**config.mk**
```make
export PLATFORM = sky130hd
export DESIGN_NAME = byte_ring_buffer_unit
export DESIGN_NICKNAME = d
export VERILOG_FILES = /design/src/rtl/core/brb_pkg.sv /design/src/rtl/core/brb_ram.sv /design/src/rtl/core/brb_front.sv /design/src/rtl/core/brb_back.sv /design/src/rtl/core/byte_ring_buffer_unit.sv
export SDC_FILE = /design/constraint.sdc
export NUM_CORES = 2
export LEC_CHECK = 0
export CELL_PAD_IN_SITES_DETAIL_PLACEMENT = 1
export CELL_PAD_IN_SITES_GLOBAL_PLACEMENT = 1
export CORE_MARGIN = 2
export CORE_UTILIZATION = 55
export CTS_BUF_LIST = sky130_fd_sc_hd__clkbuf_2
export DETAILED_ROUTE_END_ITERATION = 8
export DONT_BUFFER_PORTS = 1
export PLACE_DENSITY = 0.87
export SLEW_MARGIN = 20
export SYNTH_ARGS = -nofsm -noshare
export SYNTH_HDL_FRONTEND = slang
export SYNTH_HIERARCHICAL = 1
export SYNTH_SLANG_ARGS = --single-unit
```
**constraint.sdc**
```tcl
create_clock -name clk -period 7.3 [get_ports clk]
set_clock_uncertainty 0.1 [all_clocks]
set_input_delay 0.365 -clock clk [delete_from_list [all_inputs] [get_ports clk]]
set_output_delay 0.365 -clock clk [all_outputs]
set_load 0.02 [all_outputs]
```
**src/rtl/core/brb_pkg.sv**
```systemverilog
package brb_pkg;

  // Operation codes as they arrive on the input channel.
  localparam logic [1:0] OP_PUT  = 2'd0;
  localparam logic [1:0] OP_GET  = 2'd1;
  localparam logic [1:0] OP_PEEK = 2'd2;

  // Kind of work the back end has to carry out for one queued item.
  typedef enum logic [1:0] {
    KIND_PUT,
    KIND_GET,
    KIND_PEEK,
    KIND_NOP
  } kind_t;

  // One classified item as it travels from the front to the back end.
  typedef struct packed {
    kind_t       kind;
    logic [7:0]  count;
    logic [7:0]  data;
    logic        run_last;
  } cmd_t;

  // Back end sequencer states.
  typedef enum logic [1:0] {
    ST_IDLE = 2'b01,
    ST_DATA = 2'b10
  } back_state_t;

endpackage

```
**src/rtl/core/brb_ram.sv**
```systemverilog
module brb_ram #(
  parameter int WIDTH = 8,
  parameter int DEPTH = 256
) (
  input  logic                     clk,
  input  logic                     we,
  input  logic [$clog2(DEPTH)-1:0] waddr,
  input  logic [WIDTH-1:0]         wdata,
  input  logic                     re,
  input  logic [$clog2(DEPTH)-1:0] raddr,
  output logic [WIDTH-1:0]         rdata
);

  logic [WIDTH-1:0] mem [DEPTH];

  // One write port and one registered read port; read data holds while re is low.
  always_ff @(posedge clk) begin
    if (we) begin
      mem[waddr] <= wdata;
    end
    if (re) begin
      rdata <= mem[raddr];
    end
  end

endmodule

```
**src/rtl/core/brb_front.sv**
```systemverilog
module brb_front import brb_pkg::*; #(
  parameter int MAX_READ = 64
) (
  input  logic       clk,
  input  logic       rst_n,
  input  logic       in_valid,
  output logic       in_stall,
  input  logic [1:0] in_operation,
  input  logic [7:0] in_count,
  input  logic [7:0] in_data,
  input  logic       in_run_last,
  output cmd_t       q_cmd,
  output logic       q_valid,
  input  logic       q_pop
);

  cmd_t       cls;
  cmd_t       q_r [2];
  logic       wr_ptr_r;
  logic       wr_ptr_nxt;
  logic       rd_ptr_r;
  logic       rd_ptr_nxt;
  logic [1:0] level_r;
  logic [1:0] level_nxt;
  logic       push;

  // Classify the incoming item and clip read requests to the burst limit.
  always_comb begin
    cls.count    = in_count;
    cls.data     = in_data;
    cls.run_last = in_run_last;
    case (in_operation)
      OP_PUT:  cls.kind = KIND_PUT;
      OP_GET:  cls.kind = KIND_GET;
      OP_PEEK: cls.kind = KIND_PEEK;
      default: cls.kind = KIND_NOP;
    endcase
    if ((in_operation inside {OP_GET, OP_PEEK}) && (in_count > 8'(MAX_READ))) begin
      cls.count = 8'(MAX_READ);
    end
  end

  // Two-entry queue toward the back end.
  assign in_stall = (level_r == 2'd2);
  assign push     = in_valid && !in_stall;
  assign q_valid  = (level_r != 2'd0);
  assign q_cmd    = q_r[rd_ptr_r];

  always_comb begin
    wr_ptr_nxt = push  ? !wr_ptr_r : wr_ptr_r;
    rd_ptr_nxt = q_pop ? !rd_ptr_r : rd_ptr_r;
    case ({push, q_pop})
      2'b10:   level_nxt = level_r + 2'd1;
      2'b01:   level_nxt = level_r - 2'd1;
      default: level_nxt = level_r;
    endcase
  end

  always_ff @(posedge clk) begin
    if (push) begin
      q_r[wr_ptr_r] <= cls;
    end
  end

  always_ff @(posedge clk) begin
    if (!rst_n) begin
      wr_ptr_r <= 1'b0;
      rd_ptr_r <= 1'b0;
      level_r  <= 2'd0;
    end else begin
      wr_ptr_r <= wr_ptr_nxt;
      rd_ptr_r <= rd_ptr_nxt;
      level_r  <= level_nxt;
    end
  end

endmodule

```
**src/rtl/core/brb_back.sv**
```systemverilog
module brb_back import brb_pkg::*; #(
  parameter int DEPTH    = 256,
  parameter int MAX_READ = 64
) (
  input  logic       clk,
  input  logic       rst_n,
  input  logic       cfg_write_en,
  input  logic [8:0] cfg_buffer_length,
  input  cmd_t       q_cmd,
  input  logic       q_valid,
  output logic       q_pop,
  output logic       out_valid,
  input  logic       out_stall,
  output logic [7:0] out_data_out,
  output logic       out_has_data,
  output logic [7:0] out_returned_count,
  output logic       out_last
);

  localparam int PW        = $clog2(DEPTH);
  localparam int LW        = $clog2(DEPTH + 1);
  localparam int CW        = (LW > 9) ? LW : 9;
  localparam int SW        = CW + 1;
  localparam int RW        = $clog2(MAX_READ + 1);
  localparam int RESET_LEN = (DEPTH < 256) ? DEPTH : 256;

  back_state_t   state_r;
  back_state_t   state_nxt;
  logic [LW-1:0] len_r;
  logic [LW-1:0] len_cfg;
  logic [CW-1:0] cfg_ext;
  logic [PW-1:0] head_r;
  logic [PW-1:0] head_nxt;
  logic [PW-1:0] tail_r;
  logic [PW-1:0] tail_nxt;
  logic [PW-1:0] fill_r;
  logic [PW-1:0] fill_nxt;
  logic          in_run_r;
  logic          in_run_nxt;
  logic          run_acc_r;
  logic          run_acc_nxt;
  logic [PW-1:0] rd_idx_r;
  logic [PW-1:0] rd_idx_nxt;
  logic [RW-1:0] remain_r;
  logic [RW-1:0] remain_nxt;
  logic [RW-1:0] n_r;
  logic [RW-1:0] n_nxt;
  logic          is_get_r;
  logic          is_get_nxt;

  logic          out_valid_r;
  logic [7:0]    out_data_r;
  logic          out_has_r;
  logic [7:0]    out_cnt_r;
  logic          out_last_r;

  logic          slot_free;
  logic          load;
  logic [7:0]    ld_data;
  logic          ld_has;
  logic [7:0]    ld_cnt;
  logic          ld_last;
  logic          put_acc;
  logic [RW-1:0] get_n;
  logic [PW-1:0] next_idx;

  logic          ram_we;
  logic          ram_re;
  logic [PW-1:0] ram_raddr;
  logic [7:0]    ram_rdata;

  // Step a ring index, wrapping at the programmed length.
  function automatic logic [PW-1:0] adv(input logic [PW-1:0] idx,
                                        input logic [LW-1:0] len);
    logic [LW:0] inc;
    inc = {{(LW + 1 - PW){1'b0}}, idx} + 1'b1;
    if (inc >= {1'b0, len}) begin
      adv = '0;
    end else begin
      adv = PW'(inc);
    end
  endfunction

  brb_ram #(
    .WIDTH (8),
    .DEPTH (DEPTH)
  ) u_ram (
    .clk   (clk),
    .we    (ram_we),
    .waddr (tail_r),
    .wdata (q_cmd.data),
    .re    (ram_re),
    .raddr (ram_raddr),
    .rdata (ram_rdata)
  );

  // Saturate the written length to the legal slot range.
  always_comb begin
    cfg_ext = CW'(cfg_buffer_length);
    if (cfg_ext < CW'(2)) begin
      len_cfg = LW'(2);
    end else if (cfg_ext > CW'(DEPTH)) begin
      len_cfg = LW'(DEPTH);
    end else begin
      len_cfg = LW'(cfg_ext);
    end
  end

  assign slot_free = !out_valid_r || !out_stall;

  // Sequencer: puts complete in the idle state; reads stream one byte per cycle while the output slot is free.
  always_comb begin
    state_nxt   = state_r;
    head_nxt    = head_r;
    tail_nxt    = tail_r;
    fill_nxt    = fill_r;
    in_run_nxt  = in_run_r;
    run_acc_nxt = run_acc_r;
    rd_idx_nxt  = rd_idx_r;
    remain_nxt  = remain_r;
    n_nxt       = n_r;
    is_get_nxt  = is_get_r;
    q_pop       = 1'b0;
    ram_we      = 1'b0;
    ram_re      = 1'b0;
    ram_raddr   = head_r;
    load        = 1'b0;
    ld_data     = 8'd0;
    ld_has      = 1'b0;
    ld_cnt      = 8'd0;
    ld_last     = 1'b1;
    put_acc     = in_run_r ? run_acc_r
                : ((q_cmd.count != 8'd0) &&
                   ((SW'(fill_r) + SW'(q_cmd.count)) < SW'(len_r)));
    get_n       = (SW'(fill_r) < SW'(q_cmd.count)) ? RW'(fill_r) : RW'(q_cmd.count);
    next_idx    = adv(rd_idx_r, len_r);

    case (state_r)
      ST_IDLE: begin
        if (q_valid && slot_free) begin
          q_pop = 1'b1;
          case (q_cmd.kind)
            KIND_PUT: begin
              // The run verdict is taken on its first byte; a full ring drops the byte.
              if (put_acc && ((SW'(fill_r) + SW'(1)) < SW'(len_r))) begin
                ram_we   = 1'b1;
                tail_nxt = adv(tail_r, len_r);
                fill_nxt = fill_r + 1'b1;
              end
              if (q_cmd.run_last) begin
                load        = 1'b1;
                ld_cnt      = put_acc ? q_cmd.count : 8'd0;
                in_run_nxt  = 1'b0;
                run_acc_nxt = 1'b0;
              end else begin
                in_run_nxt  = 1'b1;
                run_acc_nxt = put_acc;
              end
            end
            KIND_GET, KIND_PEEK: begin
              if (get_n == '0) begin
                load = 1'b1;
              end else begin
                n_nxt      = get_n;
                remain_nxt = get_n;
                rd_idx_nxt = head_r;
                is_get_nxt = (q_cmd.kind == KIND_GET);
                ram_re     = 1'b1;
                ram_raddr  = head_r;
                state_nxt  = ST_DATA;
              end
            end
            default: begin
              load = 1'b1;
            end
          endcase
        end
      end
      ST_DATA: begin
        // Hand the fetched byte over and prefetch the next one.
        if (slot_free) begin
          load    = 1'b1;
          ld_data = ram_rdata;
          ld_has  = 1'b1;
          ld_cnt  = 8'(n_r);
          ld_last = (remain_r == RW'(1));
          if (remain_r == RW'(1)) begin
            if (is_get_r) begin
              head_nxt = next_idx;
              fill_nxt = fill_r - PW'(n_r);
            end
            state_nxt = ST_IDLE;
          end else begin
            remain_nxt = remain_r - 1'b1;
            rd_idx_nxt = next_idx;
            ram_re     = 1'b1;
            ram_raddr  = next_idx;
          end
        end
      end
      default: begin
        state_nxt = ST_IDLE;
      end
    endcase
  end

  // Control state; a length write clears the ring pointers.
  always_ff @(posedge clk) begin
    if (!rst_n) begin
      state_r     <= ST_IDLE;
      len_r       <= LW'(RESET_LEN);
      head_r      <= '0;
      tail_r      <= '0;
      fill_r      <= '0;
      in_run_r    <= 1'b0;
      run_acc_r   <= 1'b0;
      out_valid_r <= 1'b0;
    end else begin
      state_r <= state_nxt;
      if (cfg_write_en) begin
        len_r     <= len_cfg;
        head_r    <= '0;
        tail_r    <= '0;
        fill_r    <= '0;
        in_run_r  <= 1'b0;
        run_acc_r <= 1'b0;
      end else begin
        head_r    <= head_nxt;
        tail_r    <= tail_nxt;
        fill_r    <= fill_nxt;
        in_run_r  <= in_run_nxt;
        run_acc_r <= run_acc_nxt;
      end
      if (load) begin
        out_valid_r <= 1'b1;
      end else if (!out_stall) begin
        out_valid_r <= 1'b0;
      end
    end
  end

  // Read burst bookkeeping and the output register payload.
  always_ff @(posedge clk) begin
    rd_idx_r <= rd_idx_nxt;
    remain_r <= remain_nxt;
    n_r      <= n_nxt;
    is_get_r <= is_get_nxt;
    if (load) begin
      out_data_r <= ld_data;
      out_has_r  <= ld_has;
      out_cnt_r  <= ld_cnt;
      out_last_r <= ld_last;
    end
  end

  assign out_valid          = out_valid_r;
  assign out_data_out       = out_data_r;
  assign out_has_data       = out_has_r;
  assign out_returned_count = out_cnt_r;
  assign out_last           = out_last_r;

endmodule

```
**src/rtl/core/byte_ring_buffer_unit.sv**
```systemverilog
// Byte ring buffer with a programmable length.
// Input channel (in_valid / in_stall): one item per put byte, get request or
// peek request. A put run is accepted or dropped as a whole on its first byte;
// its last byte returns one result with the number of bytes taken. Get and
// peek return one result per byte, up to the burst limit, and a single empty
// result when nothing can be read. Unused operation codes return an empty result.
// Result channel (out_valid / out_stall): one registered result per handshake.
// Items pass a two-entry queue before the back end executes them. A put byte
// is handled in the back end idle state; a put result passes the queue entry and
// then the result register. A get or peek issues its first read of the byte store
// in the cycle it leaves the queue and then delivers one byte per cycle while the
// receiver does not stall; each byte passes the byte store read register and then
// the result register, and the back end takes no new item until the read is done.
// Read bursts run one at a time, bound by the single read port of the byte store.
// When the receiver stalls, the result stays on the port unchanged, the back
// end halts, and the input keeps taking items until the queue is full.
// Reset sets the length to 256 slots (capped at DEPTH) and empties the ring;
// writing cfg_buffer_length saturates it to 2..DEPTH and empties the ring.
// The byte store itself is not cleared.
module byte_ring_buffer_unit import brb_pkg::*; #(
  parameter int DEPTH    = 256,
  parameter int MAX_READ = 64
) (
  input  logic       clk,
  input  logic       rst_n,
  input  logic       cfg_write_en,
  input  logic [8:0] cfg_buffer_length,
  input  logic       in_valid,
  output logic       in_stall,
  input  logic [1:0] in_operation,
  input  logic [7:0] in_count,
  input  logic [7:0] in_data,
  input  logic       in_run_last,
  output logic       out_valid,
  input  logic       out_stall,
  output logic [7:0] out_data_out,
  output logic       out_has_data,
  output logic [7:0] out_returned_count,
  output logic       out_last
);

  cmd_t q_cmd;
  logic q_valid;
  logic q_pop;

  // Front end: accept and classify items into the queue.
  brb_front #(
    .MAX_READ (MAX_READ)
  ) u_front (
    .clk          (clk),
    .rst_n        (rst_n),
    .in_valid     (in_valid),
    .in_stall     (in_stall),
    .in_operation (in_operation),
    .in_count     (in_count),
    .in_data      (in_data),
    .in_run_last  (in_run_last),
    .q_cmd        (q_cmd),
    .q_valid      (q_valid),
    .q_pop        (q_pop)
  );

  // Back end: ring state, byte store and result register.
  brb_back #(
    .DEPTH    (DEPTH),
    .MAX_READ (MAX_READ)
  ) u_back (
    .clk                (clk),
    .rst_n              (rst_n),
    .cfg_write_en       (cfg_write_en),
    .cfg_buffer_length  (cfg_buffer_length),
    .q_cmd              (q_cmd),
    .q_valid            (q_valid),
    .q_pop              (q_pop),
    .out_valid          (out_valid),
    .out_stall          (out_stall),
    .out_data_out       (out_data_out),
    .out_has_data       (out_has_data),
    .out_returned_count (out_returned_count),
    .out_last           (out_last)
  );

endmodule
```
## Yosys cells after proc, flatten, opt, wreduce, memory -nomap -nowiden

Memories as Yosys holds them, arrays and structs flattened. A register that Yosys moved wholly into a read port is not among the register bits.
Cells that the tools add are included.

- Memories kept: 2
- Register bits after elaboration: 83
- Bits in writable memories: 2086
- Word-level logic and storage cells: 160
- Input port bits: 33
- Output and inout port bits: 20

Memories:

| name | words | width | rd ports | clocked after memory_dff | wr ports | RTL line | RTL |
|---|---|---|---|---|---|---|---|
| u_back.u_ram.mem | 256 | 8 | 1 | 1 | 1 | brb_ram.sv:14 | `logic [WIDTH-1:0] mem [DEPTH];` |
| u_front.q_r | 2 | 19 | 1 | 1 | 1 | brb_front.sv:18 | `cmd_t q_r [2];` |

- $add $sub $neg: 9
- Reductions and logical operators: 29
- Equality and inequality tests: 20
- $lt $le $gt $ge: 8
- Bitwise logic cells: 2
- Muxes and demuxes: 71

Operators by type and width:

| cell | number |
|---|---|
| $mux 8 | 21 |
| $mux 7 | 7 |
| $pmux 8 s2 | 3 |
| $add 8x1->9 const B | 3 |
| $mux 1 | 26 |
| $ge 10x9->1 | 2 |
| $lt 10x9->1 | 2 |
| $mux 9 | 2 |
| $pmux 7 s2 | 1 |
| $ne 2x1->1 const B | 6 |
| $reduce_and 4->1 | 3 |
| $eq 2x2->1 const B | 5 |
| $mux 2 | 5 |
| $add 8x8->9 | 1 |
| $gt 9x9->1 const B | 1 |
| $lt 9x2->1 const B | 1 |
| $add 8x1->8 const B | 1 |
| $eq 2x1->1 const B | 4 |
| $gt 8x7->1 const B | 1 |
| $lt 8x8->1 | 1 |
| $ne 2x2->1 const B | 4 |
| $pmux 2 s2 | 2 |
| $reduce_bool 2->1 | 4 |
| $reduce_bool 8->1 | 1 |
| other kinds (19) | 32 |

## Logic depth before layout (Yosys ltp)

- Word-level depth: 11
- Gate-level depth with buffers: 22
- Mapped depth without buffers: 17

## Modules after synthesis

The synthesis kept the hierarchy.

Modules (own cells, without submodules):

| module | area an instance (um^2) | cells each | seq. area each (um^2) | instances |
|---|---|---|---|---|
| brb_ram | 79636.4 | 3733 | 61739.2 | 1 |
| brb_back | 5556.6 | 604 | 1991.9 | 1 |
| brb_front | 1731.7 | 102 | 1241.2 | 1 |

## Least setup slack after synthesis

OpenSTA, ideal clock, no wires.

- Kind: register to register
- Start point: register (tool-made name)
- End point: memory u_back.u_ram.mem[234][0] (enable)
- Data arrival time: 4.715 ns
- Data required time: 6.830 ns
- Cell stages (with the launch flop): 21
- Library setup time: 0.370 ns
- Buffers on the path: 5
- Slack: 2.115 ns
- Period minus slack after synthesis: 5.185 ns
- Cell sequence: dfxtp_1 -> buf_2 -> buf_4 -> mux2_2 -> ha_1 -> o21bai_1 -> a21oi_1 -> o21bai_1 -> a21oi_1 -> xor2_1 -> ha_1 -> and4_1 -> o2bb2ai_1 -> a2111o_1 -> o21a_1 -> nor2_1 -> clkbuf_1 -> buf_1 -> nand3_1 -> clkbuf_1 -> nor2_1

RTL lines:

| what | RTL line |
|---|---|
| end: declaration | brb_ram.sv:14 |

## Worst setup path in the final report

- Start point: register u_back.rd_idx_r[0]
- End point: register u_back.u_ram.rdata[1] (read register of u_back.u_ram.mem) (data pin)

- Word-level cells in the longest chain between the ends: 6

RTL lines:

| what | RTL line | RTL |
|---|---|---|
| start: declaration | brb_back.sv:42 | `logic [PW-1:0] rd_idx_r;` |
| start signal: assignment | brb_back.sv:244 | `rd_idx_r <= rd_idx_nxt;` |
| $add 8x1->9 * | brb_back.sv:76 | `inc = {{(LW + 1 - PW){1'b0}}, idx} + 1'b1;` |
| $ge 10x9->1 | brb_back.sv:77 | `if (inc >= {1'b0, len}) begin` |
| $mux 8 * | brb_back.sv:77 |  |
| $mux 8 * | brb_back.sv:187 | `if (remain_r == RW'(1)) begin` |
| $mux 8 * | brb_back.sv:181 | `if (slot_free) begin` |
| $mux 8 * | - |  |
| via u_back.ram_raddr[6] | brb_back.sv:69 | `logic [PW-1:0] ram_raddr;` |
| end: declaration | brb_ram.sv:11 | `output logic [WIDTH-1:0] rdata` |

Mark *: on every way through the listed nets, which the timed path passes. The rest lies on a longest branch.
A chain may end at the register's enable or synchronous reset.

==> summary.txt <==
STA
  • Setup_tns: -0.0397 ns
  • Setup Viol. Count Final: 2
  • Unrepaired setup endpoints after global routing: no
  • Final clock period utilization by the worst path: 1.01
  • Actual slew at the worst max-slew pin: ~1.3 ns
  • Worst slew margin: 0.0995
  • Final hold viol count: 0
  • Final setup margin: -0.0366 ns
  • Maximum clock frequency: ~140 MHz
  • Pins Over Slew Limit: 0
  • Post-route minimum period: ~7.3 ns

Route
  • DRC errors left: 0
  • Vias/cell: ~7.0
  • Detailed Routing Iterations Pass 1: 6
  • DRT antenna net count: 0
  • Wirelength per Cell: ~37 um
  • Final WL: ~270 mm
  • Via count: just over 50000
  • DRC marker count from the first detailed-route iteration: 8041

Logic synthesis
  • Commonest cells in the netlist: edfxtp_1 (2135), mux4_2 (454), nor2_1 (316)
  • Mapped Area: 86900 sq um
  • Post-synth top area share: 0.738
  • Synthesized flop and latch total: 2178
  • Largest cells by area after synthesis: edfxtp_1 (74%), mux4_2 (12%), mux2i_1 (1.6%)
  • Yosys top cell by area: edfxtp_1
  • YS warnings: 6
  • Synth Net Count: around 4500
  • EDFF count, synth: 2135
  • Async SR Flop Fraction: 0
  • Synth Flop Type: edfxtp_1
  • Synthesized area per cell: slightly below 20 sq um
  • Sequential cell area fraction in the yosys report: 0.747
  • Syn Inst Count: around 4400
  • Most common cell in the netlist: edfxtp_1
  • Netlist cell types: 86

Clock tree
  • Clock latency on the worst-skew pair: between 1.5 and 2 ns
  • Post-CTS Setup Inserts: 0
  • Max clock buf depth: 4
  • CTS tree: done
  • Clock slew at reported path FFs: roughly 0.1 ns
  • Total clock sinks: 2178
  • Htree depth: 6
  • CTS Buf Count: about 540
  • CTS root buf: clkbuf_2

Placed design
  • Placer Congestion: 0.894
  • Area after DPL: about 90000 sq um
  • Pre-CTS setup slack: 0.586 ns
  • Dpl hpwl: ~150 mm
  • # port buffers: 0

Critical path
  • Critical path origin: u_back/rd_idx_r[0]
  • R2R Setup Slk: -0.04 ns
  • Critical path arrival: around 8.8 ns
  • Critical Path End: u_back/u_ram/rdata[1]
  • CP Class: flip-flop to flip-flop
  • Most used cell, CP: buf_4
  • Critical Path Sink Type: flip-flop
  • CP cell instances: ha_1, nand3_1, nor2_1, xnor2_1, inv_1, ha_1, and3_1, a221oi_1, o21a_1, o21ai_2, o31ai_4, buf_4, nor3b_1, buf_4, nand3_1, o211ai_1, a21oi_1, nor4_1, buf_4, nor4_1
  • CP max FO: 13
  • WP data required: 8.74 ns
  • Worst R2R End: u_back/u_ram/rdata[1]
  • RR Startpoint: u_back/rd_idx_r[0]
  • Worst stage delay on the critical path: approximately 0.91 ns
  • Startpoint types: flip-flop
  • R2R depth: 20
  • Crit-path slowest cell: o31ai_4

Cells and area
  • Reg area: approximately 65000 sq um
  • Fill count: between 10000 and 15000
  • Area grow syn2layout: 9.84%
  • Final instance area: 95500 sq um
  • Footprint of the multi-input gates: approximately 21000 sq um
  • NumNets Final: 5102
  • Fraction of layout instances using a drive strength above 1: 0.275

Floorplanning
  • Effective utilization at floorplan: 0.555
  • Die H: ~400 um
  • Die W: 402 um
  • Core outline area: 157000 sq um
  • IO Pins: 53
  • Rows: between 100 and 150
  • Die area: 161000 sq um

Power
  • Power density over the cells: roughly 270 nW/um^2
  • Worst-case vdd ir drop: about 0.26 mV
  • Power, Total: ~0.025 W
  • P_leak: about 30 nW

Flow run
  • Max Cap Violations: 0

Status
  • Status: complete, but fails checks
  • Failing checks: negative setup slack

Global routing
  • Total GRT Usage: 0.339
  • Initial antenna violation count: 21
  • Vias in the first global route: 54029
  • Maximum number of pins on one net before global-route repair: ~160
  • Gr ovfl total: 0
  • First-pass GRT wire length: between 300 and 400 mm

Hold path
  • Hold Path Class: input pin to flip-flop
-- worst max-delay path: cells and delay by family (launching register included) --
kind	cells	cell delay (ns)
and+or+nand+nor	7	2.05
xor gates and xnor gates	1	0.46
buffers and inverters	4	1.06
DFF	1	0.59
adders and majority gates	2	0.64
AOI/OAI and AO/OA	6	2.10
-- power breakdown --
part	total [W]	switching, W	leakage, nW	internal, W
Combinational	0.00210	0.00173	6.89	0.000365
Clock	0.00841	0.00523	3.56	0.00318
Sequential	0.0150	0.000150	19.6	0.0148
-- cell usage in the layout (no fill, tap or decap), types with 10 or more instances in the layout --
cell	synthesis	final
inv_1	58	58
o22ai_1	37	37
nand3_1	51	50
xor2_1	15	15
edfxtp_1	2135	2135
bufinv_16	0	12
nor2b_1	42	39
buf_4	28	128
diode_2	0	28
nor4_1	26	23
a22oi_1	136	136
ha_1	71	71
o221ai_1	46	46
nor3_1	38	38
and3_1	21	21
nand2b_1	15	15
mux2i_1	141	141
nand4_1	18	18
dfxtp_1	43	43
a31oi_1	10	10
clkbuf_2	0	753
a221oi_1	14	14
buf_12	8	13
mux4_2	454	454
clkinv_2	0	15
inv_2	1	12
a22o_1	10	10
o21ai_0	39	38
nor2_1	316	312
o211ai_1	20	20
mux2_2	25	17
nand2_1	88	88
a21oi_1	128	127
a211oi_1	21	20
clkinv_1	1	101
xnor2_1	21	21
dlygate4sd3_1	0	119
and2_1	14	14
-- routing by layer --
layer	vias up	routed length, um	GRT usage
met3	1319	33500	0.0953
li1	19651	-	-
met1	26204	90300	0.426
met4	10	21400	0.222
met5	-	64	0
met2	4757	127000	0.521
-- metrics by stage --
step / hold slack (ns) / cells / util
2_1_floorplan: 0.347 / 4439 / -
3_3_place_gp: 0.360 / 6383 / 0.571
3_5_place_dp: 0.364 / 6387 / 0.572
4_1_cts: 0.0132 / 7401 / 0.609
5_1_grt: 0.119 / 7413 / 0.610
6_report: 0.184 / 7431 / 0.610
-- worst min-delay path by stage --
stage,from,end,slack [ns],cells past startpoint
2_1_floorplan,u_back/head_r[0],u_back/head_r[0],0.35,2
3_3_place_gp,u_back/head_r[4],u_back/head_r[4],0.36,2
3_5_place_dp,in_data[6],u_front/q_r[1][7],0.36,0
4_1_cts,cfg_buffer_length[3],u_back/len_r[3],0.01,5
5_1_grt,in_run_last,u_front/q_r[0][0],0.12,3
6_report,cfg_buffer_length[0],u_back/len_r[0],0.18,4
-- area by class of cell --
class | instances | area share
inverters | 60 | 0.00236
clock buffers | 753 | 0.0395
diodes | 28 | 0.000734
multi-input cells | 1948 | 0.215
clock inverters | 142 | 0.00925
repair buffers | 264 | 0.0259
well taps | 2058 | 0.0270
flip-flops and latches | 2178 | 0.681
-- timing repair --
action,4_1_cts,5_1_grt
hold endpoints to repair,185,0
hold buffers,119,0
endpoints found under the setup margin,0,0
gates resized for setup,0,0
-- sequential cells by signal, summed over array words and instances (netlist names), 7 cells and up, named ones only --
register                   flops
u_back/u_ram/mem            2048
u_front/q_r                   38
u_back/len_r                   9
u_back/fill_r                  8
u_back/head_r                  8
u_back/out_data_out            8
u_back/out_returned_count      8
u_back/rd_idx_r                8
u_back/tail_r                  8
u_back/u_ram/rdata             8
u_back/n_r                     7
u_back/remain_r                7
-- kinds of logic (layout without fill, tap and decap cells) --
group,count (synthesis),after routing,synth area share
muxes,622,622,0.138
AOI/OAI and AO/OA,544,544,0.0437
other,0,28,0
DFF,2178,2178,0.747
buffers and inverters,313,1219,0.0202
and+or+nand+nor,673,673,0.0366
adders and majority gates,73,73,0.0107
xor gates and xnor gates,36,36,0.00363
(Power assumes the default switching activity.)
